$ cat src/rtl/core/ocrs_pkg.sv
`timescale 1ns / 1ps

package ocrs_pkg;

    // Default build of the block.
    localparam int DEF_BRANCH_LOG2  = 3;
    localparam int DEF_KEY_BITS     = 64;
    localparam int DEF_KEY_CAPACITY = 1024;
    localparam int DEF_QUEUE_DEPTH  = 2;

    // Fixed field widths of the ports.
    localparam int LOAD_IDX_W = 10;
    localparam int KEY_W      = 64;
    localparam int RANGE_W    = 11;
    localparam int DEPTH_W    = 5;
    localparam int NUM_W      = 4;
    localparam int SHIFT_W    = 6;

    typedef enum logic {
        ACT_LOAD  = 1'b0,
        ACT_SPLIT = 1'b1
    } t_action;

    // One classified command passed from the front end to the search engine.
    typedef struct packed {
        logic                  is_load;
        logic [LOAD_IDX_W-1:0] load_index;
        logic [KEY_W-1:0]      key;
        logic [RANGE_W-1:0]    range_start;
        logic [RANGE_W-1:0]    range_end;
        logic [SHIFT_W-1:0]    shift;
    } t_cmd;

endpackage

$ cat src/rtl/core/ocrs_front.sv
`timescale 1ns / 1ps

module ocrs_front
    import ocrs_pkg::*;
#(
    parameter int BRANCH_LOG2  = DEF_BRANCH_LOG2,
    parameter int KEY_BITS     = DEF_KEY_BITS,
    parameter int KEY_CAPACITY = DEF_KEY_CAPACITY
) (
    input  logic                  i_valid,
    output logic                  o_ready,
    input  logic                  i_action,
    input  logic [LOAD_IDX_W-1:0] i_load_index,
    input  logic [KEY_W-1:0]      i_key_value,
    input  logic [RANGE_W-1:0]    i_range_start,
    input  logic [RANGE_W-1:0]    i_range_end,
    input  logic [KEY_W-1:0]      i_child_key,
    input  logic [DEPTH_W-1:0]    i_child_depth,
    input  logic                  i_q_full,
    output logic                  o_push,
    output t_cmd                  o_cmd
);

    localparam int CAP_CLIP  = (KEY_CAPACITY > 2047) ? 2047 : KEY_CAPACITY;
    localparam int LOAD_LIM  = (KEY_CAPACITY > 1024) ? 1024 : KEY_CAPACITY;
    localparam logic [RANGE_W-1:0] CAP_R    = RANGE_W'(CAP_CLIP);
    localparam logic [RANGE_W-1:0] LOAD_LIM_R = RANGE_W'(LOAD_LIM);
    localparam logic [7:0] LOG8 = 8'(BRANCH_LOG2);
    localparam logic [7:0] KB8  = 8'(KEY_BITS);

    logic [RANGE_W-1:0] start_sat;
    logic [RANGE_W-1:0] end_sat;
    logic [7:0]         used_bits;
    logic               is_split;
    logic               load_ok;

    always_comb begin
        start_sat = (i_range_start > CAP_R) ? CAP_R : i_range_start;
        end_sat   = (i_range_end > CAP_R) ? CAP_R : i_range_end;
        used_bits = 8'(LOG8 * {3'b000, i_child_depth}) + 8'd1;
        is_split  = (i_action == ACT_SPLIT);
        load_ok   = ({1'b0, i_load_index} < LOAD_LIM_R);
    end

    always_comb begin
        o_cmd.is_load     = !is_split;
        o_cmd.load_index  = i_load_index;
        o_cmd.key         = is_split ? i_child_key : i_key_value;
        o_cmd.range_end   = end_sat;
        o_cmd.range_start = (start_sat > end_sat) ? end_sat : start_sat;
        o_cmd.shift       = (used_bits > KB8) ? '0 : SHIFT_W'(KB8 - used_bits);
    end

    assign o_ready = !i_q_full;
    // Loads that fall outside the store are dropped here.
    assign o_push  = i_valid && o_ready && (is_split || load_ok);

endmodule

$ cat config.mk
export PLATFORM = sky130hd
export DESIGN_NAME = ocrs_front
export DESIGN_NICKNAME = d
export VERILOG_FILES = /design/src/rtl/core/ocrs_pkg.sv /design/src/rtl/core/ocrs_front.sv
export SDC_FILE = /design/constraint.sdc
export NUM_CORES = 1
export LEC_CHECK = 0
export BUFFER_PORTS_ARGS = -buffer_cell sky130_fd_sc_hd__buf_2
export CAP_MARGIN = 10
export CORE_AREA = 2 2 105 107
export DETAILED_ROUTE_END_ITERATION = 10
export DIE_AREA = 0 0 107 109
export SYNTH_ARGS = -nofsm -noshare
export SYNTH_HDL_FRONTEND = slang
export SYNTH_SLANG_ARGS = --single-unit
export TNS_END_PERCENT = 30
$ cat constraint.sdc
create_clock -name vclk -period 3.5
set_input_delay 0.35 -clock vclk [all_inputs]
set_output_delay 0.35 -clock vclk [all_outputs]
set_load 0.02 [all_outputs]
==> impl_metrics.ini, run 1 <==
[layout]
fin_nets = 625
area_delta_synth_final_pct = 78.5
layout_common_cells = buf_2 (253), mux2_2 (71), inv_1 (18)
layout-drive-gt1-share_pct = 75.3
register_area_sq_um = 0
fin_util_pct = 28.9
diodes = 0
finalInstanceArea_sq_um = 3070
mostFrequentLayoutCell = buf_2
clkbuf_count = 0
nFlopsAndLatches = 0

[job]
maxCapViolations = 0

[timing]
grt_setup_unrepaired = no
fin_crit_ns = 3.12
totalNegativeSetupSlack_ns = 0
period_share_pct = 89.2
fmax_mhz = 320
hold_violations = 0
setup_viol = 0
fin_ws_ns = 0.377
tightest_slew_ns = 0.710
drv_slew = 0
max_slew_margin_pct = 52.7

[min_path]
hold_path_class = primary input to primary output

[yosys]
avgSynthCellArea_sq_um = 8.46
synthesis.area_sq_um = 1720
ys_seq_area_share_pct = 0
synth_top_area_share_pct = 46.5
synth_cell_type_count = 36
synth_area_leaders = mux2_2 (47%), ha_1 (12%), buf_4 (4.4%), nor2b_1 (4.4%), inv_1 (3.9%)
synth_cells = 203
synth_top_area_cell = mux2_2
yosys_warnings = 0
syn-num-nets = 389

[floorplan]
dieHeight_microns = 109
coreArea_sq_um = 10600
die-area_sq_um = 11700
io_pins = 273
start_util_pct = 16.2
die_x_microns = 107
rows = 38

[power]
power_switching_share_pct = 54.9
pwr-share-comb_pct = 100.0
p_seq_share_pct = 0
p_int_uw = 237
power_switching_uw = 288
p_clk_share_pct = 0
power_density_nw_per_um2 = 171
p_leak_uw = 0.00177
ir_drop_mv = 0.0879
finalPower_uw = 525

[setup_path]
worstSetupPathType = primary input to primary output
crit_fanout = 12
worstSetupEndpointType = primary output
cp.required_ns = 3.15
critPathLaunchType = primary input
arrival_ns = 2.77

[placement]
place_area_sq_um = 3070
routabilityCongestion = 0.785
dp_hpwl_mm = 7.17
dp_worst_setup_slack_ns = 0.370
io_buffers = 253

[grt]
antenna_found_initial = 1
grt_pass1_wl_mm = 11.5
grt_use_total_pct = 12.1
grt_pass1_vias = 2312
grt_max_degree = 34
gr-total-overflow = 0

[clock_tree]
post_cts_resized = 0
post_cts_buffers = 0
holdBufCountCts = 0

[route]
vias = 2402
postRouteAntennaNets = 0
routed_wl_mm = 7.90
wl_per_cell_microns = 13.7
first_pass_iters = 4
drc_errors = 0
drt_iter0_markers = 69
vias_per_cell = 4.16

[run_status]
status = finished clean
[cells by family (layout without fill, tap and decap cells)]
kind of cell | after synthesis | count (layout) | share of synthesized area [%]
AND/OR/NAND/NOR | 47 | 47 | 14.3
XOR/XNOR | 3 | 3 | 1.53
multiplexers | 74 | 74 | 48.4
AO/OA/AOI/OAI | 23 | 23 | 11.7
buffers and inverters | 38 | 272 | 10.5
adder cells (fa/ha/maj) | 18 | 18 | 13.5
[power by group through the flow]
stage	sequential (uW)	combinational (uW)	clock, uW
detailed placement	0	528	0
finish	0	525	0
floorplan	0	336	0
global placement	0	518	0
CTS	0	531	0
global route	0	571	0
[routing by layer]
| layer | global-route usage [%] | part of all wire (%) | vias up |
|---|---|---|---|
| li1 | - | - | 1184 |
| met1 | 14.7 | 38 | 1094 |
| met2 | 22.9 | 53 | 116 |
| met3 | 2.81 | 8.1 | 6 |
| met4 | 0.371 | 0.53 | 2 |
| met5 | 0 | 0.18 | - |
[synth_stat cells]
cell and n:
clkbuf_1 10, nand2b_1 1, nand3_1 2, inv_1 18, fa_1 1, o211ai_1 1
ha_1 17, nand2_1 13, a211oi_1 2, nor2_1 6, or3_1 1, a2111oi_4 1
a21o_1 2, xor2_1 1, nand3b_1 1, a221o_1 1, o21ai_0 5, xnor2_1 2
a211oi_2 1, nand4_1 3, nor3b_1 1, mux2_1 2, mux2_2 71, and2_1 4
o211a_1 1, o31ai_1 1, a41oi_4 1, a21oi_1 5, nor2b_1 12, buf_4 10
a22oi_1 1, mux2i_1 1, and3_1 1, o2111a_1 1, or2_2 1, nor3_1 1
[worst max-delay path: stages]
cell       delay [ns]
buf_2            0.10
inv_1            0.26
nand2_1          0.14
ha_1             0.33
nand4_1          0.18
a211oi_2         0.32
a2111oi_4        0.11
a41oi_4          0.43
mux2_2           0.39
buf_2            0.16
[metrics by stage]
step	hold slack, ns	instances
6_report	0.700	577
5_1_grt	0.700	577
4_1_cts	0.700	577
3_5_place_dp	0.700	577
3_3_place_gp	0.700	577
2_1_floorplan	0.777	203
[layout make-up]
class | instances | area (sq um)
inverter | 18 | 67.6
fill | 1131 | 7540
multi-input combinational | 165 | 1540
timing repair buffer | 254 | 1290
tap | 140 | 175
[worst paths after layout]
| path | startpoint | endpoint | slack [ns] | cells past startpoint |
|---|---|---|---|---|
| min | i_load_index[4] | o_cmd[96] | 0.70 | 0 |
| max | i_range_end[10] | o_cmd[19] | 0.38 | 10 |
Note: power is estimated with default switching activity, not from simulation.
==> run 2, diff against run 1 <==
ABC_AREA = 1   (was unset)
CORE_AREA = 2 2 107 109   (was 2 2 105 107)
DIE_AREA = 0 0 109 111   (was 0 0 107 109)
==> run 2 against run 1 <==
Against the previous run:
- die area grew 3.7%
- utilization grew 0.11 points
- count of clock-buffer cells in the layout unchanged
- synthesized area is 11% higher
- critical path depth is 5 higher
- cell count grew 38%
- sequential share of layout area unchanged
- hold slack hardly changed
- maximum frequency decreased by 0.43%
- critical path type unchanged
==> impl_metrics.ini, run 2 <==
[run_status]
status = finished clean

[timing]
fmax_mhz = 319
fin_ws_ns = 0.363
totalNegativeSetupSlack_ns = 0
tightest_slew_ns = 0.648
fin_crit_ns = 3.14
drv_slew = 0
hold_violations = 0
max_slew_margin_pct = 56.8
grt_setup_unrepaired = no
setup_viol = 0
hold-worst-slack_ns = 0.700
period_share_pct = 89.6

[placement]
dp_worst_setup_slack_ns = 0.407
io_buffers = 253
routabilityCongestion = 0.901
dp_hpwl_mm = 7.95

[setup_path]
cp.depth = 15
crit_family = simple AND/OR/NAND/NOR gates
worst-path-buf-inv = 3
crit_path_top_delay_cell = nand4_1
crit_start = i_range_end[3]
worstSetupEndpointType = primary output
critPathMaxStageDelay_ns = 0.44
arrival_ns = 2.79
worstSetupPathType = primary input to primary output
crit_top_cell = nor2_1
critPathLaunchType = primary input
crit_fanout = 11
crit_chain = buf_2, nor2_1, nand3_1, nor2_1, nor2_2, nor2_1, inv_1, ha_1, nand2_1, nor2_1, nand4_1, nand2_2, nand2_1, nand2_1, buf_2
critPathCapture = o_cmd[19]
cp.required_ns = 3.15

[route]
drc_errors = 0
first_pass_iters = 4
routed_wl_mm = 9.06
drt_iter0_markers = 205
postRouteAntennaNets = 0
vias_per_cell = 3.99
vias = 3186
wl_per_cell_microns = 11.4

[job]
maxCapViolations = 0

[power]
p_leak_uw = 0.00230
power_switching_share_pct = 62.5
power_switching_uw = 330
p_seq_share_pct = 0
finalPower_uw = 528
p_clk_share_pct = 0
power_density_nw_per_um2 = 164
p_int_uw = 198
pwr-share-comb_pct = 100.0
ir_drop_mv = 0.0899

[floorplan]
die_x_microns = 109
start_util_pct = 17.2
die-area_sq_um = 12100
coreArea_sq_um = 11100
dieHeight_microns = 111
rows = 39
io_pins = 273

[yosys]
yosys_warnings = 0
synthesis.area_sq_um = 1900
synth_cell_type_count = 22
synth_area_leaders = nand2_1 (49%), ha_1 (11%), inv_1 (11%), nor2_1 (6.9%), nand3_1 (4.5%)
yosysMostFrequentCell = nand2_1
synth_top_area_share_pct = 48.9
synth_cells = 427
avgSynthCellArea_sq_um = 4.46
synth_top_area_cell = nand2_1
ys_top_cells_by_count = nand2_1 (248), inv_1 (54), nor2_1 (35)
syn-num-nets = 613
ys_seq_area_share_pct = 0

[layout]
layout_common_cells = buf_2 (253), nand2_1 (248), inv_1 (53)
mostFrequentLayoutCell = buf_2
nFlopsAndLatches = 0
area_delta_synth_final_pct = 68.9
register_area_sq_um = 0
clkbuf_count = 0
fin_nets = 843
diodes = 0
layout-drive-gt1-share_pct = 40.3

[grt]
grt_pass1_wl_mm = 12.7
grt_pass1_vias = 2626
gr-total-overflow = 0
grt_max_degree = 65
grt_use_total_pct = 12.9
antenna_found_initial = 0

[min_path]
hold_path_class = primary input to primary output

[clock_tree]
post_cts_buffers = 0
holdBufCountCts = 0
post_cts_resized = 0
run 2: cell count changes after synthesis, moves of 3 or more:
cell / before / now
inv_1: 18 / 54
nor2_2: 0 / 6
o21ai_0: 5 / 2
nand3_1: 2 / 17
buf_1: 0 / 8
clkbuf_1: 10 / 6
nor2_1: 6 / 35
nand2_1: 13 / 248
and2_1: 4 / 0
mux2_2: 71 / 0
nor2b_1: 12 / 0
run 2: area by class of cell:
class / instances / area (sq um)
timing repair buffer: 255 / 1280
tap: 143 / 179
inverter: 54 / 203
fill: 1290 / 7860
multi-input combinational: 346 / 1550
run 2: worst min-delay path by stage:
stage                    startpoint         end  slack [ns]  cells past startpoint
global route        i_load_index[9]  o_cmd[101]        0.70                      0
global placement    i_load_index[8]  o_cmd[100]        0.70                      0
CTS                 i_load_index[8]  o_cmd[100]        0.70                      0
floorplan                  i_q_full     o_ready        0.78                      1
detailed placement  i_load_index[8]  o_cmd[100]        0.70                      0
finish              i_load_index[0]   o_cmd[92]        0.70                      0
run 2: logic make-up after synthesis:
group                    Yosys count  share of synthesized area, %
XOR/XNOR                           2                         0.920
buffers and inverters             81                          18.5
AO/OA/AOI/OAI                     12                          3.42
AND/OR/NAND/NOR                  314                          65.0
adder cells (fa/ha/maj)           18                          12.2
run 2: power groups by stage:
stage / sequential [uW] / clock (uW) / combinational, uW
after global routing: 0 / 0 / 584
final: 0 / 0 / 528
after detailed placement: 0 / 0 / 530
after global placement: 0 / 0 / 531
after CTS: 0 / 0 / 532
after floorplan: 0 / 0 / 331
run 2: per-stage QoR:
| stage | utilization [%] | cells | instance area (sq um) |
|---|---|---|---|
| global placement | 29.0 | 798 | 3220 |
| CTS | 29.0 | 798 | 3220 |
| floorplan | - | 427 | 1900 |
| finish | 29.0 | 798 | 3220 |
| detailed placement | 29.0 | 798 | 3220 |
| global route | 29.0 | 798 | 3220 |
run 2: routing by layer:
layer / share of wire (%) / up-vias / track usage (%) / wire [microns]
li1: - / 1723 / - / -
met5: 0 / - / 0 / 0
met1: 42 / 1302 / 16.5 / 3760
met2: 49 / 151 / 23.3 / 4440
met3: 8.6 / 10 / 1.82 / 781
met4: 0.84 / 0 / 1.03 / 76
