[src/rtl/core/ocrs_pkg.sv]
`timescale 1ns / 1ps

package ocrs_pkg;

    // Default build of the block.
    localparam int DEF_BRANCH_LOG2  = 3;
    localparam int DEF_KEY_BITS     = 64;
    localparam int DEF_KEY_CAPACITY = 1024;
    localparam int DEF_QUEUE_DEPTH  = 2;

    // Fixed field widths of the ports.
    localparam int LOAD_IDX_W = 10;
    localparam int KEY_W      = 64;
    localparam int RANGE_W    = 11;
    localparam int DEPTH_W    = 5;
    localparam int NUM_W      = 4;
    localparam int SHIFT_W    = 6;

    typedef enum logic {
        ACT_LOAD  = 1'b0,
        ACT_SPLIT = 1'b1
    } t_action;

    // One classified command passed from the front end to the search engine.
    typedef struct packed {
        logic                  is_load;
        logic [LOAD_IDX_W-1:0] load_index;
        logic [KEY_W-1:0]      key;
        logic [RANGE_W-1:0]    range_start;
        logic [RANGE_W-1:0]    range_end;
        logic [SHIFT_W-1:0]    shift;
    } t_cmd;

endpackage

[src/rtl/core/ocrs_queue.sv]
`timescale 1ns / 1ps

module ocrs_queue
    import ocrs_pkg::*;
#(
    parameter int DEPTH = DEF_QUEUE_DEPTH
) (
    input  logic i_clk,
    input  logic i_rst_n,
    input  logic i_push,
    input  t_cmd i_cmd,
    output logic o_full,
    input  logic i_pop,
    output logic o_valid,
    output t_cmd o_cmd
);

    localparam int PW   = (DEPTH > 1) ? $clog2(DEPTH) : 1;
    localparam int CNTW = $clog2(DEPTH + 1);
    localparam logic [PW-1:0]   PTR_LAST = PW'(DEPTH - 1);
    localparam logic [CNTW-1:0] FULL_CNT = CNTW'(DEPTH);

    t_cmd            r_slots [DEPTH];
    logic [PW-1:0]   r_wr_ptr;
    logic [PW-1:0]   r_rd_ptr;
    logic [CNTW-1:0] r_count;
    logic            do_push;
    logic            do_pop;

    assign o_full  = (r_count == FULL_CNT);
    assign o_valid = (r_count != '0);
    assign o_cmd   = r_slots[r_rd_ptr];
    assign do_push = i_push && !o_full;
    assign do_pop  = i_pop && o_valid;

    always_ff @(posedge i_clk) begin
        if (!i_rst_n) begin
            r_wr_ptr <= '0;
            r_rd_ptr <= '0;
            r_count  <= '0;
        end else begin
            if (do_push) begin
                r_wr_ptr <= (r_wr_ptr == PTR_LAST) ? '0 : r_wr_ptr + 1'b1;
            end
            if (do_pop) begin
                r_rd_ptr <= (r_rd_ptr == PTR_LAST) ? '0 : r_rd_ptr + 1'b1;
            end
            if (do_push && !do_pop) begin
                r_count <= r_count + 1'b1;
            end else if (do_pop && !do_push) begin
                r_count <= r_count - 1'b1;
            end
        end
    end

    always_ff @(posedge i_clk) begin
        if (do_push) begin
            r_slots[r_wr_ptr] <= i_cmd;
        end
    end

endmodule

[config.mk]
export PLATFORM = sky130hd
export DESIGN_NAME = ocrs_queue
export DESIGN_NICKNAME = d
export VERILOG_FILES = /design/src/rtl/core/ocrs_pkg.sv /design/src/rtl/core/ocrs_queue.sv
export SDC_FILE = /design/constraint.sdc
export NUM_CORES = 1
export LEC_CHECK = 0
export BUFFER_PORTS_ARGS = -buffer_cell sky130_fd_sc_hd__buf_4
export CORE_MARGIN = 2
export CORE_UTILIZATION = 43
export DETAILED_ROUTE_END_ITERATION = 10
export PLACE_DENSITY = 0.71
export SLEW_MARGIN = 20
export SYNTH_ARGS = -nofsm -noshare
export SYNTH_HDL_FRONTEND = slang
export SYNTH_SLANG_ARGS = --single-unit
[constraint.sdc]
create_clock -name i_clk -period 15.49 [get_ports i_clk]
set_input_delay 2.3235 -clock i_clk [delete_from_list [all_inputs] [get_ports i_clk]]
set_output_delay 2.3235 -clock i_clk [all_outputs]
set_load 0.1 [all_outputs]
==> results.py, run 1 <==
metrics = {
    "run_status": {
        "run_status": "completed",
    },
    "yosys": {
        "synth-simple-area-share_pct": 0.749,
        "yosys-top-cells-count": "206 x sky130_fd_sc_hd__edfxtp_1, 103 x sky130_fd_sc_hd__mux2_2, 7 x sky130_fd_sc_hd__buf_6",
        "synth_cell_types": 22,
        "synthesis.area_per_instance_sq_um": 22.3,
        "synth_flop_cell": "sky130_fd_sc_hd__edfxtp_1",
        "compound_cell_area_share_of_the_yosys_netlist_pct": 0.423,
        "main_area_contributors_after_synthesis": "sky130_fd_sc_hd__edfxtp_1 81%, sky130_fd_sc_hd__mux2_2 15%, sky130_fd_sc_hd__dfxtp_1 1.3%",
        "synth_edf_count": 206,
        "synth_top_area_cell": "sky130_fd_sc_hd__edfxtp_1",
        "xor_xnor_share_of_the_synthesized_area_pct": 0.342,
        "muxShareOfSynthArea_pct": 15.1,
        "ys_ff_latch": 211,
        "async_set_reset_flop_share_out_of_synthesis_pct": 0,
        "synth_top_area_share_pct": 80.5,
        "synthesis.yosys.warnings": 0,
        "netlist_instances": 345,
        "post-synth-top-count-cell": "sky130_fd_sc_hd__edfxtp_1",
        "post_synth_instance_area_sq_um": 7680,
        "largest_family_of_logic_cells_by_synthesized_area": "multiplexers",
        "sequential_area_share_after_synthesis_pct": 81.8,
        "post_synth_fa_ha_maj_area_fraction_pct": 0.163,
        "syn-num-nets": 453,
    },
    "worst_setup_path": {
        "crit_fanout": 65,
        "timing.critical_path.mode_cell": "sky130_fd_sc_hd__buf_4",
        "critical_path_class": "flip-flop to primary output",
        "critPathBufInv": 2,
        "path_cells": "buf_4 -> mux2_2 -> buf_4",
        "critical_path.endpoint_type": "primary output",
        "crit_path_start_kind": "flip-flop",
        "critPathTopFamily": "buffers and inverters",
        "critical_path.slowest_cell": "sky130_fd_sc_hd__buf_4",
        "crit_arrival_ns": 2.68,
        "worstPathRequired_ns": 13.17,
        "cp_slowest_stage_delay_ns": 0.75,
    },
    "run": {
        "maxCapViolations": 0,
    },
    "placement": {
        "dpl.cell_count": 774,
        "weighted_congestion_at_the_end_of_routability_driven_global_placement": 0.723,
        "place.detailed.hpwl_um": 9770,
        "dpl_worst_slack_ns": 10.98,
        "port_buffers": 211,
    },
    "global_route": {
        "global_route.usage.total_pct": 14.4,
        "grt_overflow": 0,
        "first_global_vias": 4005,
        "grt_pass1_wl_um": 21000,
        "pin_count_of_the_biggest_net_entering_global_routing": 66,
        "initial_antenna_violation_count": 0,
    },
    "timing": {
        "max_slew.worst_pin.slew_ns": 0.893,
        "hold-worst-slack_ns": 0.534,
        "timing.final.max_slew_violations": 0,
        "setup_repair_after_global_routing_missed_its_margin": "false",
        "max_slew_margin_pct": 40.5,
        "maxClockFrequency_mhz": 200,
        "clock_skew_ns": 0.00844,
        "timing.final.setup_violations": 0,
        "fin_ws_ns": 10.49,
        "final.period_utilization_pct": 32.3,
        "finalCriticalPeriod_ns": 5.00,
        "tns_ns": 0,
        "hold_violations": 0,
    },
    "clock_tree": {
        "cts-htree-levels": 1,
        "tritoncts": "yes",
        "cts-root-buf": "sky130_fd_sc_hd__clkbuf_16",
        "ctsHoldBuffers": 0,
        "numClockSinks": 211,
        "cts-resized-gates": 0,
        "clkTransAtPathRegs_ns": 0.06,
        "worstSkewPairLatency_ns": 0.48,
        "tritoncts.num_buffers": 22,
        "cts-root-to-sink-buffers": 3,
        "post-cts-setup-buffer-count": 0,
    },
    "detailed_routing": {
        "via_count": 3919,
        "final_antenna_net_count": 0,
        "drcViolationCount": 0,
        "wl_per_cell_um": 18.1,
        "vias_per_cell": 4.83,
        "initialDrtViolationCount": 234,
        "total_routed_length_um": 14700,
        "drtPass1Iterations": 4,
    },
    "floorplan": {
        "die_w_um": 138,
        "design.die.area_sq_um": 19000,
        "row_count": 48,
        "start_util_pct": 44.3,
        "core_sq_um": 17400,
        "boundaryPins": 212,
        "die-height_um": 138,
    },
    "finish": {
        "drive_gt1_share_pct": 60.1,
        "finalNetCount": 681,
        "layout.cells.non_filler": 811,
        "syn2layout_area_growth_pct": 32.6,
        "final.fill_count": 1305,
        "num_antenna_cells": 0,
    },
    "worst_hold_path": {
        "min-delay-path-class": "flip-flop to flip-flop",
    },
}
final timing paths:
check	cells after the start	slack, ns	start	endpoint
min	2	0.53	r_count[1]$_SDFFE_PN0P_	r_count[1]$_SDFFE_PN0P_
min reg2reg	2	0.53	r_count[1]$_SDFFE_PN0P_	r_count[1]$_SDFFE_PN0P_
max reg2reg	3	13.08	r_count[0]$_SDFFE_PN0P_	r_slots[1][15]$_DFFE_PP_
max	3	10.49	flip-flop	o_cmd[11]
cells by family (layout without fill, tap and decap cells):
logic type / count (synthesis) / in the layout
multiplexers: 103 / 103
AO/OA/AOI/OAI: 5 / 5
adder cells (fa/ha/maj): 1 / 1
flip-flops: 211 / 211
AND/OR/NAND/NOR: 9 / 9
XOR/XNOR: 3 / 3
buffers and inverters: 13 / 254
cell type report:
type	instances	area, sq um	area share (%)
repair buffers	215	1610	15.8
inverters	2	7.51	0.0737
clock buffers	34	657	6.44
well taps	225	282	2.76
clock inverters	3	42.5	0.417
multi-input cells	121	1300	12.8
flip-flops and latches	211	6290	61.7
sequential cells by signal, summed over array words and instances (netlist names), named ones only:
| signal | cells |
|---|---|
| r_rd_ptr | 1 |
| r_wr_ptr | 1 |
| r_slots | 206 |
| r_count | 2 |
worst reg2reg max path: stages (launching register included):
cell and delay [ns]:
sky130_fd_sc_hd__dfxtp_1 0.42, sky130_fd_sc_hd__nand2b_1 0.19, sky130_fd_sc_hd__and3_4 0.56, sky130_fd_sc_hd__buf_4 0.81
metal layers:
metal	part of all wire, %	track usage, %	up-vias	wire length (um)
li1	-	-	1816	-
met1	39	17.8	1927	5740
met2	50	24.7	156	7280
met3	9.7	4.42	20	1420
met4	1.7	4.01	0	255
met5	0	0	-	0
layout by cell type, fill, tap and decap left out, types with 2 or more instances in the layout:
| cell type | n |
|---|---|
| sky130_fd_sc_hd__xnor2_1 | 2 |
| sky130_fd_sc_hd__mux2_2 | 103 |
| sky130_fd_sc_hd__edfxtp_1 | 206 |
| sky130_fd_sc_hd__and2_1 | 3 |
| sky130_fd_sc_hd__clkbuf_8 | 4 |
| sky130_fd_sc_hd__buf_4 | 215 |
| sky130_fd_sc_hd__dfxtp_1 | 4 |
| sky130_fd_sc_hd__clkbuf_16 | 23 |
| sky130_fd_sc_hd__clkbuf_1 | 7 |
| sky130_fd_sc_hd__inv_1 | 2 |
through the flow:
stage | cell area (sq um) | util [%]
final | 10200 | 58.7
after global routing | 10200 | 58.7
after CTS | 10200 | 58.7
after detailed placement | 9490 | 54.7
after global placement | 9490 | 54.7
after floorplan | 7680 | -
Power of run 1 is left out: the tool's default activity adds up to more than one toggle a clock period on the data nets, which glitch-free logic cannot reach.
==> inputs of run 2 (changes only) <==
Clock period 15.49 ns to 5.12 ns, I/O delays scaled along.
==> results.py, run 2 (synthesis results as in run 1) <==
metrics = {
    "run_status": {
        "run_status": "completed",
    },
    "detailed_routing": {
        "drcViolationCount": 0,
        "via_count": 3904,
        "wl_per_cell_um": 17.6,
        "drtPass1Iterations": 4,
        "vias_per_cell": 4.81,
        "total_routed_length_um": 14200,
        "final_antenna_net_count": 0,
        "initialDrtViolationCount": 291,
    },
    "finish": {
        "layout.cells.non_filler": 811,
        "drive_gt1_share_pct": 59.0,
        "top_register": "r_slots",
        "mostFrequentLayoutCells": "216 x sky130_fd_sc_hd__buf_4, 206 x sky130_fd_sc_hd__edfxtp_1, 103 x sky130_fd_sc_hd__mux2_2",
        "seqCellArea_sq_um": 6290,
        "num_antenna_cells": 0,
        "mostFrequentLayoutCell": "sky130_fd_sc_hd__buf_4",
        "finalNetCount": 682,
        "area_of_the_multi_input_gates_sq_um": 1300,
        "largest_registers": "r_slots: 206 flops, r_count: 2 flops",
        "largest_reg_flops": 206,
        "syn2layout_area_growth_pct": 31.8,
        "final.fill_count": 1309,
    },
    "floorplan": {
        "row_count": 48,
        "core_sq_um": 17400,
        "design.die.area_sq_um": 19000,
        "start_util_pct": 44.3,
        "die_w_um": 138,
        "die-height_um": 138,
        "boundaryPins": 212,
    },
    "timing": {
        "setup_repair_after_global_routing_missed_its_margin": "false",
        "hold_violations": 0,
        "clock_skew_ns": 0.00462,
        "max_slew.worst_pin.slew_ns": 0.978,
        "timing.final.max_slew_violations": 0,
        "tns_ns": 0,
        "finalCriticalPeriod_ns": 3.06,
        "max_slew_margin_pct": 34.8,
        "timing.final.setup_violations": 0,
        "final.period_utilization_pct": 59.8,
        "maxClockFrequency_mhz": 327,
    },
    "worst_setup_path": {
        "critical_path.endpoint_type": "primary output",
        "critical_path_class": "flip-flop to primary output",
        "crit_fanout": 40,
        "crit_arrival_ns": 2.29,
        "ff2ff_setup_slack_ns": 2.71,
        "crit_path_start_kind": "flip-flop",
        "worstPathRequired_ns": 4.35,
    },
    "placement": {
        "weighted_congestion_at_the_end_of_routability_driven_global_placement": 0.694,
        "dpl.cell_count": 775,
        "port_buffers": 211,
        "place.detailed.hpwl_um": 9330,
    },
    "clock_tree": {
        "cts-resized-gates": 0,
        "worstSkewPairLatency_ns": 0.48,
        "cts-root-to-sink-buffers": 3,
        "cts-htree-levels": 1,
        "post-cts-setup-buffer-count": 0,
        "ctsHoldBuffers": 0,
        "tritoncts": "yes",
        "clkTransAtPathRegs_ns": 0.06,
        "tritoncts.num_buffers": 22,
        "cts-root-buf": "sky130_fd_sc_hd__clkbuf_16",
        "numClockSinks": 211,
    },
    "worst_hold_path": {
        "min-delay-path-class": "primary input to flip-flop",
    },
    "global_route": {
        "global_route.usage.total_pct": 13.8,
        "grt_pass1_wl_um": 20100,
        "grt_overflow": 0,
        "pin_count_of_the_biggest_net_entering_global_routing": 71,
        "first_global_vias": 3961,
        "initial_antenna_violation_count": 0,
    },
    "run": {
        "maxCapViolations": 0,
    },
}
run 2: through the flow:
step	hold WS, ns	instance area [sq um]	util (%)	worst slack, ns
2_1_floorplan	0.479	7690	-	1.13
3_3_place_gp	0.490	9500	54.7	2.48
3_5_place_dp	0.522	9500	54.7	2.42
4_1_cts	0.445	10100	58.3	1.98
5_1_grt	0.444	10100	58.3	1.90
6_report	0.468	10100	58.3	2.06
run 2: critical path: stages, from the launching register on:
cell	delay [ns]
sky130_fd_sc_hd__dfxtp_4	0.61
sky130_fd_sc_hd__buf_4	0.53
sky130_fd_sc_hd__mux2_2	0.42
sky130_fd_sc_hd__buf_4	0.24
run 2: layer usage:
| metal | track usage [%] | vias to the layer above | routed length, um |
|---|---|---|---|
| met1 | 17.0 | 1901 | 5670 |
| met5 | 0 | - | 0 |
| met2 | 23.6 | 155 | 6950 |
| met4 | 3.95 | 0 | 329 |
| li1 | - | 1820 | - |
| met3 | 4.27 | 28 | 1290 |
run 2: final timing paths:
kind	cells after the start	to	from
max reg2reg	3	r_slots[1][47]$_DFFE_PP_	r_count[0]$_SDFFE_PN0P_
min reg2reg	2	r_count[1]$_SDFFE_PN0P_	r_count[1]$_SDFFE_PN0P_
min	1	r_slots[0][54]$_DFFE_PP_	i_cmd[54]
max	3	o_cmd[76]	flip-flop
run 2: area by class of cell:
| class | count | area share, % |
|---|---|---|
| clock buffers | 36 | 6.17 |
| well taps | 225 | 2.78 |
| repair buffers | 216 | 16.0 |
| inverters | 2 | 0.0741 |
| multi-input cells | 121 | 12.8 |
| flip-flops and latches | 211 | 62.1 |
Power of run 2 is left out for the same reason.
==> inputs of run 3 (changes only) <==
Settings changed: ABC_AREA set to 1.
Clock period 5.12 ns to 3.1 ns, I/O delays scaled along.
==> results.py, run 3 <==
metrics = {
    "worst_setup_path": {
        "critical_path_class": "flip-flop to primary output",
        "r2r_cells": 9,
        "ff2ff_setup_slack_ns": 1.03,
        "critical_path.endpoint_type": "primary output",
        "path_cells": "buf_4 -> mux2_2 -> buf_4",
        "worstReg2RegStart": "r_count[1]$_SDFFE_PN0P_",
        "cp_slowest_stage_delay_ns": 0.50,
        "rr_endpoint": "r_count[1]$_SDFFE_PN0P_",
        "crit_arrival_ns": 2.09,
        "worstSetupEndpoint": "o_cmd[22]",
        "crit_path_start_kind": "flip-flop",
        "timing.critical_path.mode_cell": "sky130_fd_sc_hd__buf_4",
        "critical_path.slowest_cell": "sky130_fd_sc_hd__dfxtp_4",
        "worstPathRequired_ns": 2.63,
        "crit_fanout": 31,
    },
    "yosys": {
        "sequential_area_share_after_synthesis_pct": 81.8,
        "ys_ff_latch": 211,
        "async_set_reset_flop_share_out_of_synthesis_pct": 0,
        "synth_flop_cell": "sky130_fd_sc_hd__edfxtp_1",
        "synth_edf_count": 206,
        "post-synth-top-count-cell": "sky130_fd_sc_hd__edfxtp_1",
        "post_synth_instance_area_sq_um": 7690,
        "main_area_contributors_after_synthesis": "sky130_fd_sc_hd__edfxtp_1 80%, sky130_fd_sc_hd__mux2_2 15%, sky130_fd_sc_hd__dfxtp_1 1.3%",
        "synth_top_area_cell": "sky130_fd_sc_hd__edfxtp_1",
        "synth_cell_types": 15,
        "synthesis.yosys.warnings": 0,
        "synthesis.area_per_instance_sq_um": 21.5,
        "synth_top_area_share_pct": 80.5,
        "syn-num-nets": 465,
        "yosys-top-cells-count": "206 x sky130_fd_sc_hd__edfxtp_1, 103 x sky130_fd_sc_hd__mux2_2, 9 x sky130_fd_sc_hd__nor2_1",
        "netlist_instances": 357,
    },
    "timing": {
        "timing.final.setup_violations": 0,
        "maxClockFrequency_mhz": 391,
        "clock_skew_ns": 0.0114,
        "finalCriticalPeriod_ns": 2.56,
        "max_slew_margin_pct": 46.0,
        "setup_repair_after_global_routing_missed_its_margin": "false",
        "tns_ns": 0,
        "max_slew.worst_pin.slew_ns": 0.810,
        "fin_ws_ns": 0.542,
        "final.period_utilization_pct": 82.5,
        "hold_violations": 0,
        "timing.final.max_slew_violations": 0,
    },
    "floorplan": {
        "boundaryPins": 212,
        "design.die.area_sq_um": 19000,
        "core_sq_um": 17400,
        "start_util_pct": 44.1,
        "die_w_um": 138,
        "row_count": 48,
        "die-height_um": 138,
    },
    "placement": {
        "weighted_congestion_at_the_end_of_routability_driven_global_placement": 0.761,
        "place.detailed.hpwl_um": 9660,
        "port_buffers": 211,
        "dpl_worst_slack_ns": 1.04,
    },
    "detailed_routing": {
        "vias_per_cell": 4.89,
        "wl_per_cell_um": 17.8,
        "final_antenna_net_count": 0,
        "drtPass1Iterations": 5,
        "drcViolationCount": 0,
        "initialDrtViolationCount": 215,
        "via_count": 4057,
        "total_routed_length_um": 14800,
    },
    "clock_tree": {
        "clkTransAtPathRegs_ns": 0.06,
        "tritoncts.num_buffers": 23,
        "cts-root-buf": "sky130_fd_sc_hd__clkbuf_16",
        "ctsHoldBuffers": 0,
        "worstSkewPairLatency_ns": 0.49,
        "post-cts-setup-buffer-count": 0,
        "cts-htree-levels": 1,
        "numClockSinks": 211,
        "tritoncts": "yes",
        "cts-root-to-sink-buffers": 3,
        "cts-resized-gates": 0,
    },
    "finish": {
        "drive_gt1_share_pct": 58.6,
        "largest_reg_flops": 206,
        "mostFrequentLayoutCell": "sky130_fd_sc_hd__buf_4",
        "largest_registers": "r_slots: 206 flops, r_count: 2 flops",
        "mostFrequentLayoutCells": "215 x sky130_fd_sc_hd__buf_4, 206 x sky130_fd_sc_hd__edfxtp_1, 103 x sky130_fd_sc_hd__mux2_2",
        "finalNetCount": 696,
        "final.fill_count": 1331,
        "syn2layout_area_growth_pct": 33.3,
        "top_register": "r_slots",
    },
    "global_route": {
        "grt_pass1_wl_um": 21100,
        "grt_overflow": 0,
        "global_route.usage.total_pct": 14.5,
        "initial_antenna_violation_count": 0,
        "pin_count_of_the_biggest_net_entering_global_routing": 61,
        "first_global_vias": 4260,
    },
    "pwr": {
        "pwrdens_nw_per_um2": 1070,
        "lkg_pwr_nw": 3.83,
        "power.ir.vdd_worst_mv": 1.03,
    },
    "worst_hold_path": {
        "min-delay-path-class": "primary input to flip-flop",
    },
    "run_status": {
        "run_status": "completed",
    },
    "run": {
        "maxCapViolations": 0,
    },
}
## run 3: changes by cell type after synthesis, sizes merged, moves of 2 or more
| cell | before | now |
|---|---|---|
| xnor2 | 2 | 0 |
| inv | 2 | 8 |
| nand2 | 0 | 7 |
| a21boi | 2 | 0 |
| and2 | 3 | 0 |
| nor2 | 1 | 9 |
## run 3: logic make-up (layout without fill, tap and decap cells)
kind of cell	after synthesis	after routing	synth area share (%)
multiplexers	103	103	15.1
adder cells (fa/ha/maj)	1	1	0.163
other	0	1	0
AO/OA/AOI/OAI	5	5	0.358
buffers and inverters	19	266	1.71
AND/OR/NAND/NOR	18	18	0.928
flip-flops	211	211	81.8
## run 3: layer usage
layer | GRT usage [%] | wire (um)
met1 | 16.9 | 5700
met2 | 25.5 | 7390
met3 | 4.60 | 1320
met4 | 4.88 | 352
met5 | 0 | 0
## run 3: worst min path at each step
stage,start,endpoint,slack (ns),depth (start not counted)
after detailed placement,r_rd_ptr$_SDFFE_PN0P_,flip-flop,0.51,2
after global routing,i_cmd[96],r_slots[0][96]$_DFFE_PP_,0.13,1
after CTS,i_cmd[96],r_slots[0][96]$_DFFE_PP_,0.14,1
final,i_cmd[96],r_slots[0][96]$_DFFE_PP_,0.16,1
after floorplan,r_rd_ptr$_SDFFE_PN0P_,flip-flop,0.47,2
after global placement,r_rd_ptr$_SDFFE_PN0P_,r_rd_ptr$_SDFFE_PN0P_,0.48,2
## run 3: stage by stage
step	std cells	hold slack (ns)	util (%)	area [sq um]	total power, mW
after floorplan	357	0.467	-	7690	7.59
after global placement	788	0.481	54.8	9540	8.44
after detailed placement	788	0.513	54.8	9540	8.50
after CTS	829	0.139	58.8	10200	11.1
after global routing	829	0.134	58.8	10200	11.3
final	830	0.156	58.8	10200	11.0
## run 3: critical path, delay by kind of cell (launching register included)
kind	cells	cell delay, ns
muxes	1	0.40
buffers and inverters	2	0.67
DFF	1	0.50
## run 3: power breakdown
part / switching (mW) / internal, mW / total [mW]
clock: 1.01 / 1.53 / 2.53
combinational: 3.67 / 1.03 / 4.69
sequential: 0.123 / 3.61 / 3.73
## run 3: cell type report
class / instances / area, sq um / share of cell area (%)
Antenna cell: 1 / 2.50 / 0.0244
Sequential cell: 211 / 6290 / 61.4
Clock buffer: 30 / 602 / 5.87
Multi-Input combinational cell: 127 / 1290 / 12.6
Timing Repair Buffer: 217 / 1650 / 16.1
Inverter: 8 / 30.0 / 0.293
Tap cell: 225 / 282 / 2.75
Clock inverter: 11 / 101 / 0.989
No activity file was read; power rests on OpenSTA's default activity.
